## config.mk

```make
export PLATFORM = sky130hd
export DESIGN_NAME = ec_affine_point_add_double_unit
export DESIGN_NICKNAME = d
export VERILOG_FILES = /design/src/sv/ecapd_pkg.sv /design/src/sv/ecapd_alu.sv /design/src/sv/ecapd_ctrl.sv /design/src/sv/ec_affine_point_add_double_unit.sv
export SDC_FILE = /design/constraint.sdc
export NUM_CORES = 2
export LEC_CHECK = 0
export BUFFER_PORTS_ARGS = -buffer_cell sky130_fd_sc_hd__buf_2
export CAP_MARGIN = 30
export CORE_ASPECT_RATIO = 0.75
export CORE_MARGIN = 4
export CORE_UTILIZATION = 40
export CTS_BUF_LIST = sky130_fd_sc_hd__clkbuf_4
export CTS_CLUSTER_SIZE = 25
export DETAILED_ROUTE_END_ITERATION = 7
export PLACE_DENSITY = 0.62
export SETUP_SLACK_MARGIN = 0.5
export SYNTH_ARGS = -nofsm -noshare
export SYNTH_HDL_FRONTEND = slang
export SYNTH_SLANG_ARGS = --single-unit
export TNS_END_PERCENT = 1
```

## constraint.sdc

```tcl
create_clock -name clk_i -period 15.6 [get_ports clk_i]
set_input_delay 2.34 -clock clk_i [delete_from_list [all_inputs] [get_ports clk_i]]
set_output_delay 2.34 -clock clk_i [all_outputs]
set_load 0.05 [all_outputs]
```

## src/sv/ecapd_pkg.sv

```systemverilog
// ----------------------------------------------------------------------------
// ecapd_pkg
// Shared types and constants for the affine point add/double unit.
// ----------------------------------------------------------------------------
`default_nettype none

package ecapd_pkg;

  // default field width in bits
  localparam int unsigned FIELD_WIDTH_DEF = 64;

  // configuration register index width and indexes
  localparam int unsigned CFG_IDX_W = 1;

  typedef enum logic [CFG_IDX_W-1:0] {
    REG_MODULUS = 1'b0,
    REG_CURVE_A = 1'b1
  } cfg_reg_e;

  // operations of the shared arithmetic unit
  typedef enum logic [2:0] {
    ALU_ADD = 3'd0,
    ALU_SUB = 3'd1,
    ALU_RED = 3'd2,
    ALU_MUL = 3'd3,
    ALU_DIV = 3'd4
  } alu_op_e;

  typedef struct packed {
    logic    start;
    alu_op_e op;
  } alu_req_t;

  // sequencer states
  typedef enum logic [4:0] {
    ST_IDLE,
    ST_RPX,
    ST_RPY,
    ST_RQX,
    ST_RQY,
    ST_RCA,
    ST_CHK,
    ST_NUM_SUB,
    ST_DEN_SUB,
    ST_SQX,
    ST_N1,
    ST_N2,
    ST_N3,
    ST_D2,
    ST_INIT,
    ST_ITEST,
    ST_IDIV,
    ST_IRED,
    ST_IMUL,
    ST_ISUB,
    ST_LAM,
    ST_X1,
    ST_X2,
    ST_X3,
    ST_Y1,
    ST_Y2,
    ST_Y3,
    ST_DONE
  } st_e;

endpackage

`default_nettype wire

```

## src/sv/ecapd_alu.sv

```systemverilog
// ----------------------------------------------------------------------------
// ecapd_alu
// Shared modular arithmetic unit: add, subtract, single reduction step,
// bit-serial multiply and bit-serial restoring divide.
// ----------------------------------------------------------------------------
`default_nettype none

module ecapd_alu #(
  parameter int unsigned W = ecapd_pkg::FIELD_WIDTH_DEF
) (
  input  wire logic               clk_i,
  input  wire logic               rst_ni,
  input  wire ecapd_pkg::alu_req_t req_i,
  input  wire logic [W-1:0]       a_i,
  input  wire logic [W-1:0]       b_i,
  input  wire logic [W-1:0]       m_i,
  output logic [W-1:0]            res_o,
  output logic [W-1:0]            quo_o,
  output logic                    done_o
);
  import ecapd_pkg::*;

  localparam int unsigned CntW = $clog2(W);

  logic            busy_q, phase_q, done_q;
  alu_op_e         op_q;
  logic [CntW-1:0] cnt_q;
  logic [W-1:0]    a_q, b_q, acc_q, quo_q;

  logic [W-1:0] add_x, add_y, madd, diff, subres, redres, rsub;
  logic [W:0]   sum, rem2;
  logic         div_ge;

  // shared modular adder
  always_comb begin
    if (busy_q && phase_q) begin
      add_x = acc_q;
      add_y = a_q;
    end else if (busy_q) begin
      add_x = acc_q;
      add_y = acc_q;
    end else begin
      add_x = a_i;
      add_y = b_i;
    end
    sum  = {1'b0, add_x} + {1'b0, add_y};
    madd = (sum >= {1'b0, m_i}) ? W'(sum - {1'b0, m_i}) : sum[W-1:0];
  end

  // modular subtract and single reduction
  always_comb begin
    diff   = a_i - b_i;
    subres = (a_i >= b_i) ? diff : diff + m_i;
    redres = (a_i >= m_i) ? a_i - m_i : a_i;
  end

  // restoring divide step
  always_comb begin
    rem2   = {acc_q, b_q[W-1]};
    div_ge = rem2 >= {1'b0, a_q};
    rsub   = W'(rem2 - {1'b0, a_q});
  end

  // operation control
  always_ff @(posedge clk_i or negedge rst_ni) begin
    if (!rst_ni) begin
      busy_q  <= 1'b0;
      done_q  <= 1'b0;
      phase_q <= 1'b0;
      cnt_q   <= '0;
      op_q    <= ALU_ADD;
    end else begin
      done_q <= 1'b0;
      if (req_i.start) begin
        op_q    <= req_i.op;
        phase_q <= 1'b0;
        cnt_q   <= '0;
        if (req_i.op == ALU_MUL || req_i.op == ALU_DIV) begin
          busy_q <= 1'b1;
        end else begin
          done_q <= 1'b1;
        end
      end else if (busy_q) begin
        if (op_q == ALU_MUL) begin
          phase_q <= ~phase_q;
          if (phase_q) begin
            cnt_q <= cnt_q + 1'b1;
            if (cnt_q == CntW'(W - 1)) begin
              busy_q <= 1'b0;
              done_q <= 1'b1;
            end
          end
        end else begin
          cnt_q <= cnt_q + 1'b1;
          if (cnt_q == CntW'(W - 1)) begin
            busy_q <= 1'b0;
            done_q <= 1'b1;
          end
        end
      end
    end
  end

  // operand and accumulator registers
  always_ff @(posedge clk_i) begin
    if (req_i.start) begin
      quo_q <= '0;
      case (req_i.op)
        ALU_ADD: acc_q <= madd;
        ALU_SUB: acc_q <= subres;
        ALU_RED: acc_q <= redres;
        ALU_MUL: begin
          acc_q <= '0;
          a_q   <= a_i;
          b_q   <= b_i;
        end
        ALU_DIV: begin
          acc_q <= '0;
          a_q   <= b_i;
          b_q   <= a_i;
        end
        default: acc_q <= '0;
      endcase
    end else if (busy_q) begin
      if (op_q == ALU_MUL) begin
        if (!phase_q) begin
          acc_q <= madd;
        end else begin
          if (b_q[W-1]) acc_q <= madd;
          b_q <= {b_q[W-2:0], 1'b0};
        end
      end else begin
        acc_q <= div_ge ? rsub : rem2[W-1:0];
        quo_q <= {quo_q[W-2:0], div_ge};
        b_q   <= {b_q[W-2:0], 1'b0};
      end
    end
  end

  assign res_o  = acc_q;
  assign quo_o  = quo_q;
  assign done_o = done_q;

endmodule

`default_nettype wire

```

## src/sv/ecapd_ctrl.sv

```systemverilog
// ----------------------------------------------------------------------------
// ecapd_ctrl
// Sequencer and coordinate registers: reduces the operands, sorts out the
// special cases, runs the extended Euclid inverse and the slope formulas.
// ----------------------------------------------------------------------------
`default_nettype none

module ecapd_ctrl #(
  parameter int unsigned W = ecapd_pkg::FIELD_WIDTH_DEF
) (
  input  wire logic                clk_i,
  input  wire logic                rst_ni,
  input  wire logic                start_i,
  output logic                     busy_o,
  output logic                     done_o,
  input  wire logic                req_type_i,
  input  wire logic [W-1:0]        first_x_i,
  input  wire logic [W-1:0]        first_y_i,
  input  wire logic                first_z_i,
  input  wire logic [W-1:0]        second_x_i,
  input  wire logic [W-1:0]        second_y_i,
  input  wire logic                second_z_i,
  input  wire logic [W-1:0]        modulus_i,
  input  wire logic [W-1:0]        curve_a_i,
  output ecapd_pkg::alu_req_t      alu_req_o,
  output logic [W-1:0]             alu_a_o,
  output logic [W-1:0]             alu_b_o,
  input  wire logic [W-1:0]        alu_res_i,
  input  wire logic [W-1:0]        alu_quo_i,
  input  wire logic                alu_done_i,
  output logic                     ok_o,
  output logic [W-1:0]             result_x_o,
  output logic [W-1:0]             result_y_o,
  output logic                     result_z_o
);
  import ecapd_pkg::*;

  st_e          state_q, state_d;
  logic         issued_q, has_op, dbl_q, pz_q, qz_q;
  logic         ok_q, rz_q;
  alu_op_e      op;
  logic [W-1:0] px_q, py_q, qx_q, qy_q, ca_q, num_q, den_q;
  logic [W-1:0] r0_q, r1_q, t0_q, t1_q, qv_q, tmp_q, lam_q, rx_q, ry_q;
  logic [W:0]   ysum;
  logic         same_pt, inv_pair, small_mod;

  // special case tests
  always_comb begin
    ysum      = {1'b0, py_q} + {1'b0, qy_q};
    same_pt   = (px_q == qx_q) && (py_q == qy_q) && (pz_q == qz_q);
    inv_pair  = (px_q == qx_q) && ((ysum == '0) || (ysum == {1'b0, modulus_i}));
    small_mod = modulus_i < W'(2);
  end

  // next state and unit requests
  always_comb begin
    state_d = state_q;
    has_op  = 1'b0;
    op      = ALU_ADD;
    alu_a_o = '0;
    alu_b_o = '0;
    case (state_q)
      ST_IDLE: if (start_i) state_d = small_mod ? ST_DONE : ST_RPX;
      ST_RPX: begin
        has_op = 1'b1; op = ALU_DIV; alu_a_o = px_q; alu_b_o = modulus_i;
        if (alu_done_i) state_d = ST_RPY;
      end
      ST_RPY: begin
        has_op = 1'b1; op = ALU_DIV; alu_a_o = py_q; alu_b_o = modulus_i;
        if (alu_done_i) state_d = ST_RQX;
      end
      ST_RQX: begin
        has_op = 1'b1; op = ALU_DIV; alu_a_o = qx_q; alu_b_o = modulus_i;
        if (alu_done_i) state_d = ST_RQY;
      end
      ST_RQY: begin
        has_op = 1'b1; op = ALU_DIV; alu_a_o = qy_q; alu_b_o = modulus_i;
        if (alu_done_i) state_d = ST_RCA;
      end
      ST_RCA: begin
        has_op = 1'b1; op = ALU_DIV; alu_a_o = curve_a_i; alu_b_o = modulus_i;
        if (alu_done_i) state_d = ST_CHK;
      end
      ST_CHK: begin
        if (!dbl_q) begin
          if (same_pt || !pz_q || !qz_q || inv_pair) state_d = ST_DONE;
          else state_d = ST_NUM_SUB;
        end else begin
          if (!pz_q || py_q == '0) state_d = ST_DONE;
          else state_d = ST_SQX;
        end
      end
      ST_NUM_SUB: begin
        has_op = 1'b1; op = ALU_SUB; alu_a_o = qy_q; alu_b_o = py_q;
        if (alu_done_i) state_d = ST_DEN_SUB;
      end
      ST_DEN_SUB: begin
        has_op = 1'b1; op = ALU_SUB; alu_a_o = qx_q; alu_b_o = px_q;
        if (alu_done_i) state_d = ST_INIT;
      end
      ST_SQX: begin
        has_op = 1'b1; op = ALU_MUL; alu_a_o = px_q; alu_b_o = px_q;
        if (alu_done_i) state_d = ST_N1;
      end
      ST_N1: begin
        has_op = 1'b1; op = ALU_ADD; alu_a_o = tmp_q; alu_b_o = tmp_q;
        if (alu_done_i) state_d = ST_N2;
      end
      ST_N2: begin
        has_op = 1'b1; op = ALU_ADD; alu_a_o = num_q; alu_b_o = tmp_q;
        if (alu_done_i) state_d = ST_N3;
      end
      ST_N3: begin
        has_op = 1'b1; op = ALU_ADD; alu_a_o = num_q; alu_b_o = ca_q;
        if (alu_done_i) state_d = ST_D2;
      end
      ST_D2: begin
        has_op = 1'b1; op = ALU_ADD; alu_a_o = py_q; alu_b_o = py_q;
        if (alu_done_i) state_d = ST_INIT;
      end
      ST_INIT: state_d = ST_ITEST;
      ST_ITEST: begin
        if (r1_q != '0) state_d = ST_IDIV;
        else if (r0_q == W'(1)) state_d = ST_LAM;
        else state_d = ST_DONE;
      end
      ST_IDIV: begin
        has_op = 1'b1; op = ALU_DIV; alu_a_o = r0_q; alu_b_o = r1_q;
        if (alu_done_i) state_d = ST_IRED;
      end
      ST_IRED: begin
        has_op = 1'b1; op = ALU_RED; alu_a_o = qv_q;
        if (alu_done_i) state_d = ST_IMUL;
      end
      ST_IMUL: begin
        has_op = 1'b1; op = ALU_MUL; alu_a_o = qv_q; alu_b_o = t1_q;
        if (alu_done_i) state_d = ST_ISUB;
      end
      ST_ISUB: begin
        has_op = 1'b1; op = ALU_SUB; alu_a_o = t0_q; alu_b_o = qv_q;
        if (alu_done_i) state_d = ST_ITEST;
      end
      ST_LAM: begin
        has_op = 1'b1; op = ALU_MUL; alu_a_o = num_q; alu_b_o = t0_q;
        if (alu_done_i) state_d = ST_X1;
      end
      ST_X1: begin
        has_op = 1'b1; op = ALU_MUL; alu_a_o = lam_q; alu_b_o = lam_q;
        if (alu_done_i) state_d = ST_X2;
      end
      ST_X2: begin
        has_op = 1'b1; op = ALU_SUB; alu_a_o = tmp_q; alu_b_o = px_q;
        if (alu_done_i) state_d = ST_X3;
      end
      ST_X3: begin
        has_op = 1'b1; op = ALU_SUB; alu_a_o = tmp_q; alu_b_o = dbl_q ? px_q : qx_q;
        if (alu_done_i) state_d = ST_Y1;
      end
      ST_Y1: begin
        has_op = 1'b1; op = ALU_SUB; alu_a_o = px_q; alu_b_o = rx_q;
        if (alu_done_i) state_d = ST_Y2;
      end
      ST_Y2: begin
        has_op = 1'b1; op = ALU_MUL; alu_a_o = lam_q; alu_b_o = tmp_q;
        if (alu_done_i) state_d = ST_Y3;
      end
      ST_Y3: begin
        has_op = 1'b1; op = ALU_SUB; alu_a_o = tmp_q; alu_b_o = py_q;
        if (alu_done_i) state_d = ST_DONE;
      end
      ST_DONE: state_d = ST_IDLE;
      default: state_d = ST_IDLE;
    endcase
    alu_req_o.start = has_op && !issued_q;
    alu_req_o.op    = op;
  end

  // state register and request tracking
  always_ff @(posedge clk_i or negedge rst_ni) begin
    if (!rst_ni) begin
      state_q  <= ST_IDLE;
      issued_q <= 1'b0;
    end else begin
      state_q <= state_d;
      if (alu_done_i) issued_q <= 1'b0;
      else if (alu_req_o.start) issued_q <= 1'b1;
    end
  end

  // coordinate and result registers
  always_ff @(posedge clk_i) begin
    case (state_q)
      ST_IDLE: if (start_i) begin
        dbl_q <= req_type_i;
        px_q  <= first_x_i;
        py_q  <= first_y_i;
        pz_q  <= first_z_i;
        qx_q  <= second_x_i;
        qy_q  <= second_y_i;
        qz_q  <= second_z_i;
        ok_q  <= 1'b1;
        rx_q  <= '0;
        ry_q  <= W'(1);
        rz_q  <= 1'b0;
      end
      ST_RPX: if (alu_done_i) px_q <= pz_q ? alu_res_i : '0;
      ST_RPY: if (alu_done_i) py_q <= pz_q ? alu_res_i : W'(1);
      ST_RQX: if (alu_done_i) qx_q <= qz_q ? alu_res_i : '0;
      ST_RQY: if (alu_done_i) qy_q <= qz_q ? alu_res_i : W'(1);
      ST_RCA: if (alu_done_i) ca_q <= alu_res_i;
      ST_CHK: begin
        // default stays infinity; override for the copy and refusal cases
        if (!dbl_q) begin
          if (same_pt) begin
            ok_q <= 1'b0;
            ry_q <= '0;
          end else if (!pz_q) begin
            rx_q <= qx_q; ry_q <= qy_q; rz_q <= qz_q;
          end else if (!qz_q) begin
            rx_q <= px_q; ry_q <= py_q; rz_q <= pz_q;
          end
        end
      end
      ST_NUM_SUB: if (alu_done_i) num_q <= alu_res_i;
      ST_DEN_SUB: if (alu_done_i) den_q <= alu_res_i;
      ST_SQX:     if (alu_done_i) tmp_q <= alu_res_i;
      ST_N1:      if (alu_done_i) num_q <= alu_res_i;
      ST_N2:      if (alu_done_i) num_q <= alu_res_i;
      ST_N3:      if (alu_done_i) num_q <= alu_res_i;
      ST_D2:      if (alu_done_i) den_q <= alu_res_i;
      ST_INIT: begin
        r0_q <= modulus_i;
        r1_q <= den_q;
        t0_q <= '0;
        t1_q <= W'(1);
      end
      ST_IDIV: if (alu_done_i) begin
        qv_q  <= alu_quo_i;
        tmp_q <= alu_res_i;
      end
      ST_IRED: if (alu_done_i) qv_q <= alu_res_i;
      ST_IMUL: if (alu_done_i) qv_q <= alu_res_i;
      ST_ISUB: if (alu_done_i) begin
        r0_q <= r1_q;
        r1_q <= tmp_q;
        t0_q <= t1_q;
        t1_q <= alu_res_i;
      end
      ST_LAM: if (alu_done_i) lam_q <= alu_res_i;
      ST_X1:  if (alu_done_i) tmp_q <= alu_res_i;
      ST_X2:  if (alu_done_i) tmp_q <= alu_res_i;
      ST_X3:  if (alu_done_i) rx_q  <= alu_res_i;
      ST_Y1:  if (alu_done_i) tmp_q <= alu_res_i;
      ST_Y2:  if (alu_done_i) tmp_q <= alu_res_i;
      ST_Y3: if (alu_done_i) begin
        ry_q <= alu_res_i;
        rz_q <= 1'b1;
      end
      default: ;
    endcase
  end

  assign busy_o     = state_q != ST_IDLE;
  assign done_o     = state_q == ST_DONE;
  assign ok_o       = ok_q;
  assign result_x_o = rx_q;
  assign result_y_o = ry_q;
  assign result_z_o = rz_q;

endmodule

`default_nettype wire

```

## src/sv/ec_affine_point_add_double_unit.sv

```systemverilog
// ----------------------------------------------------------------------------
// ec_affine_point_add_double_unit
// Affine point add / double over GF(p) on one shared modular arithmetic unit.
// ----------------------------------------------------------------------------
// Usage:
//   Write modulus (index 0) and curve_a (index 1) through cfg_we_i while the
//   block is idle. An item is taken at a clock edge with start high and busy
//   low; busy then stays high until the result. The result shows on ok_o,
//   result_x_o, result_y_o and result_z_o with done_o high for one cycle and
//   is held until the next item is taken. The receiver cannot stall.
// Operation:
//   All arithmetic runs on one unit. Operand reduction costs 5 divides. The
//   inverse runs one Euclid iteration per divide, reduction, multiply and
//   subtract for up to roughly 1.5W iterations; the slope and result need
//   three multiplies for an add and four for a double.
//   A refused add, an infinity operand or an inverse pair ends after the
//   operand reduction and the special case check; a full add or double
//   takes its time from the Euclid loop on the shared unit.
//   A modulus below two answers in the cycle after the item is taken.
// Reset:
//   Returns to idle; modulus resets to 5 and curve_a to 0.
// ----------------------------------------------------------------------------
`default_nettype none

module ec_affine_point_add_double_unit #(
  parameter int unsigned FIELD_WIDTH = ecapd_pkg::FIELD_WIDTH_DEF
) (
  input  wire logic                             clk_i,
  input  wire logic                             rst_ni,
  input  wire logic                             cfg_we_i,
  input  wire logic [ecapd_pkg::CFG_IDX_W-1:0]  cfg_idx_i,
  input  wire logic [FIELD_WIDTH-1:0]           cfg_data_i,
  input  wire logic                             start,
  output logic                                  busy,
  input  wire logic                             req_type_i,
  input  wire logic [FIELD_WIDTH-1:0]           first_x_i,
  input  wire logic [FIELD_WIDTH-1:0]           first_y_i,
  input  wire logic                             first_z_i,
  input  wire logic [FIELD_WIDTH-1:0]           second_x_i,
  input  wire logic [FIELD_WIDTH-1:0]           second_y_i,
  input  wire logic                             second_z_i,
  output logic                                  done_o,
  output logic                                  ok_o,
  output logic [FIELD_WIDTH-1:0]                result_x_o,
  output logic [FIELD_WIDTH-1:0]                result_y_o,
  output logic                                  result_z_o
);
  import ecapd_pkg::*;

  logic [FIELD_WIDTH-1:0] modulus_q, curve_a_q;
  alu_req_t               alu_req;
  logic [FIELD_WIDTH-1:0] alu_a, alu_b, alu_res, alu_quo;
  logic                   alu_done;

  // configuration registers
  always_ff @(posedge clk_i or negedge rst_ni) begin
    if (!rst_ni) begin
      modulus_q <= FIELD_WIDTH'(5);
      curve_a_q <= '0;
    end else if (cfg_we_i) begin
      case (cfg_idx_i)
        REG_MODULUS: modulus_q <= cfg_data_i;
        REG_CURVE_A: curve_a_q <= cfg_data_i;
        default: ;
      endcase
    end
  end

  // sequencer
  ecapd_ctrl #(
    .W(FIELD_WIDTH)
  ) u_ctrl (
    .clk_i      (clk_i),
    .rst_ni     (rst_ni),
    .start_i    (start),
    .busy_o     (busy),
    .done_o     (done_o),
    .req_type_i (req_type_i),
    .first_x_i  (first_x_i),
    .first_y_i  (first_y_i),
    .first_z_i  (first_z_i),
    .second_x_i (second_x_i),
    .second_y_i (second_y_i),
    .second_z_i (second_z_i),
    .modulus_i  (modulus_q),
    .curve_a_i  (curve_a_q),
    .alu_req_o  (alu_req),
    .alu_a_o    (alu_a),
    .alu_b_o    (alu_b),
    .alu_res_i  (alu_res),
    .alu_quo_i  (alu_quo),
    .alu_done_i (alu_done),
    .ok_o       (ok_o),
    .result_x_o (result_x_o),
    .result_y_o (result_y_o),
    .result_z_o (result_z_o)
  );

  // shared arithmetic unit
  ecapd_alu #(
    .W(FIELD_WIDTH)
  ) u_alu (
    .clk_i  (clk_i),
    .rst_ni (rst_ni),
    .req_i  (alu_req),
    .a_i    (alu_a),
    .b_i    (alu_b),
    .m_i    (modulus_q),
    .res_o  (alu_res),
    .quo_o  (alu_quo),
    .done_o (alu_done)
  );

`ifndef SYNTHESIS
  // result strobe lasts one cycle
  a_done_pulse: assert property (@(posedge clk_i) disable iff (!rst_ni)
    done_o |=> !done_o) else $error("done strobe longer than one cycle");

  // an accepted item keeps the block busy
  a_start_busy: assert property (@(posedge clk_i) disable iff (!rst_ni)
    (start && !busy) |=> busy) else $error("item accepted but block not busy");

  // a refused add returns all zero coordinates
  a_refused_zero: assert property (@(posedge clk_i) disable iff (!rst_ni)
    (done_o && !ok_o) |-> (result_x_o == '0 && result_y_o == '0 && !result_z_o))
    else $error("refused item with nonzero result");

  // the arithmetic unit gets no back-to-back start requests
  a_alu_req: assert property (@(posedge clk_i) disable iff (!rst_ni)
    alu_req.start |=> !alu_req.start) else $error("back to back unit requests");
`endif

endmodule

`default_nettype wire
```

==> results.ini <==
[run_status]
status = complete, but fails checks
violations = design-rule violations

[sta]
maxSlewHeadroom_pct = 18.2
hold_viol_final = 0
setup_viol = 0
tns_ns = 0
timing.hold.ws_ns = 0.430
drv_slew = 0
max_clock_freq_ghz = 0.0802
tightest_slew_ns = 1.23
min_period_ns = 12.47
skew_ns = 0.185
rsz0062_at_grt = false
timing.final.crit_share_pct = 79.9

[placed_design]
place_congestion = 1.19
post-dp-hpwl_um = 427000
io_buffers = 459

[logic_synthesis]
synth_fp_nets = 11500
muxShareOfSynthArea_pct = 6.25
synth_top_family_by_area = compound AO/OA/AOI/OAI gates
ys.flop_type = edfxtp_1
synthXorXnorAreaFrac_pct = 4.69
async_reset_ff_share_pct = 10.2
yosys.cell_count.top_type = nand2_1
synthTopCellsByCount = nand2_1, edfxtp_1, o21ai_0
yosysTopAreaCell = edfxtp_1
ys_seq_area_share_pct = 41.9
synth_cell_type_count = 104
synth_compound_area_share_pct = 22.7
syn_avg_cell_area_um2 = 9.26
synth_top_area_share_pct = 36.9
ys_warn_count = 0
netlist_top_cells_area = edfxtp_1, ha_1, nand2_1
synthAdderAreaFrac_pct = 5.81
syn_inst = 10700
yosys_register_bits = 1431
synth_edf_count = 1221
syn_area_um2 = 99400
yosys.area_share.simple_pct = 14.6

[grt]
grt_pass1_vias = 93300
overflow = 0
grt.met2_usage_pct = 58.4
met1_usage_pct = 52.0
grt_pass1_wl_um = 757000
grt_util_met3_pct = 14.2
grt_usage_pct = 41.8
antenna_found_initial = 43
busiest_layer = met2
grt_max_degree = 171

[route]
dr.pass1.iters = 8
post_drt_wl_per_cell_um = 38.0
via_per_inst = 6.89
routed-via-count = 101000
wirelength_um = 560000
drc = 29
ant_nets = 0
dr.first_iter.drc_count = 18500

[worst_setup_path]
cp_top_family = simple AND/OR/NAND/NOR gates
cp_slowest_stage_delay_ns = 0.83
cp_max_fo = 109
worst-path-buf-inv = 7
end_kind = register
start_kind = register
rrSetupSlack_ns = 3.13
required_ns = 16.69
criticalPathCategory = reg2reg
arrival_ns = 13.56
critPathSlowestCell = o21ai_0

[job]
max_cap_viol_count = 0

[cts]
cts_max_path_buffers = 4
cts_root_buf = clkbuf_4
cts_buffers = 378
cts_hold_buf = 0
insertion_delay_ns = 1.39
postCtsSetupBuffers = 0
htree_levels = 5
clk_pin_slew_ns = 0.08
cts_resized = 0
cts_tree = yes
cts_sinks = 1431

[die]
die_area_um2 = 257000
io_pins = 460
rows = 158
start_util_pct = 40.2
coreArea_um2 = 247000
die_x_um = 584
die_y_um = 440

[layout]
area_delta_synth_final_pct = 11.6
fin_util_pct = 44.9
n_fill_cell = 24200
nets = 11900
drive_above_1_share_pct = 15.0

[hold_path]
hold_path.class = reg2reg

logic make-up after synthesis:
logic type               after synthesis
adder cells (fa/ha/maj)              457
AO/OA/AOI/OAI                       3527
multiplexers                         592
AND/OR/NAND/NOR                     3143
flip-flops                          1431
XOR/XNOR                             531
buffers and inverters               1054
final cells by class:
type,count,area [µm²],area share [%]
antenna,36,90.1,0.0813
clock buffer,555,4170,3.76
clock inverter,122,683,0.616
inverter,304,1150,1.03
multi-input combinational,8250,54300,48.9
sequential,1431,41600,37.5
tap,3280,4100,3.70
timing repair buffer,761,4800,4.33
through the flow:
step	cell area [µm²]	cells	setup slack [ns]
2_1_floorplan	99400	10700	1.37
3_3_place_gp	105000	14000	3.79
3_5_place_dp	106000	14000	3.74
4_1_cts	111000	14700	3.72
5_1_grt	111000	14700	2.76
6_report	111000	14700	3.13
layout by cell type, fill, tap and decap left out, drive strengths merged, types with 309 or more instances in the layout:
master and count:
nor2 577, a21oi 889, mux2i 363, edfxtp 1221
clkbuf 562, o21ai 1050, buf 754, inv 309
nand2 1443, ha 450
worst reg2reg max path, delay by kind of cell (launching register included):
| family | cells | cell delay, ns |
|---|---|---|
| and+or+nand+nor | 15 | 4.45 |
| AOI/OAI and AO/OA | 13 | 4.15 |
| buffers and inverters | 7 | 1.93 |
| adders and majority gates | 2 | 0.78 |
| DFF | 1 | 0.36 |
| xor gates and xnor gates | 1 | 0.27 |
| muxes | 1 | 0.26 |
final timing paths:
| check | from | end | depth (start not counted) |
|---|---|---|---|
| max in group asynchronous | rst_ni | u_alu.busy_q | 3 |
| min in group asynchronous | rst_ni | curve_a_q[7] | 1 |
| max | u_ctrl.state_q[2] | u_alu.res_o[54] | 39 |
| max reg2reg | u_ctrl.state_q[2] | u_alu.res_o[54] | 39 |
| min | u_alu.quo_o[40] | u_alu.quo_o[41] | 2 |
| min reg2reg | u_alu.quo_o[40] | u_alu.quo_o[41] | 2 |
routing by layer:
metal / up-vias / share of wire [%] / wire, µm
li1: 41500 / - / -
met1: 49200 / 37 / 206000
met3: 2024 / 13 / 74800
met2: 8710 / 40 / 222000
met4: 20 / 10 / 57300
met5: - / 0.034 / 193
Power is not shown: default switching activity piles up to over one toggle a cycle in this logic, so the estimate is an artifact.
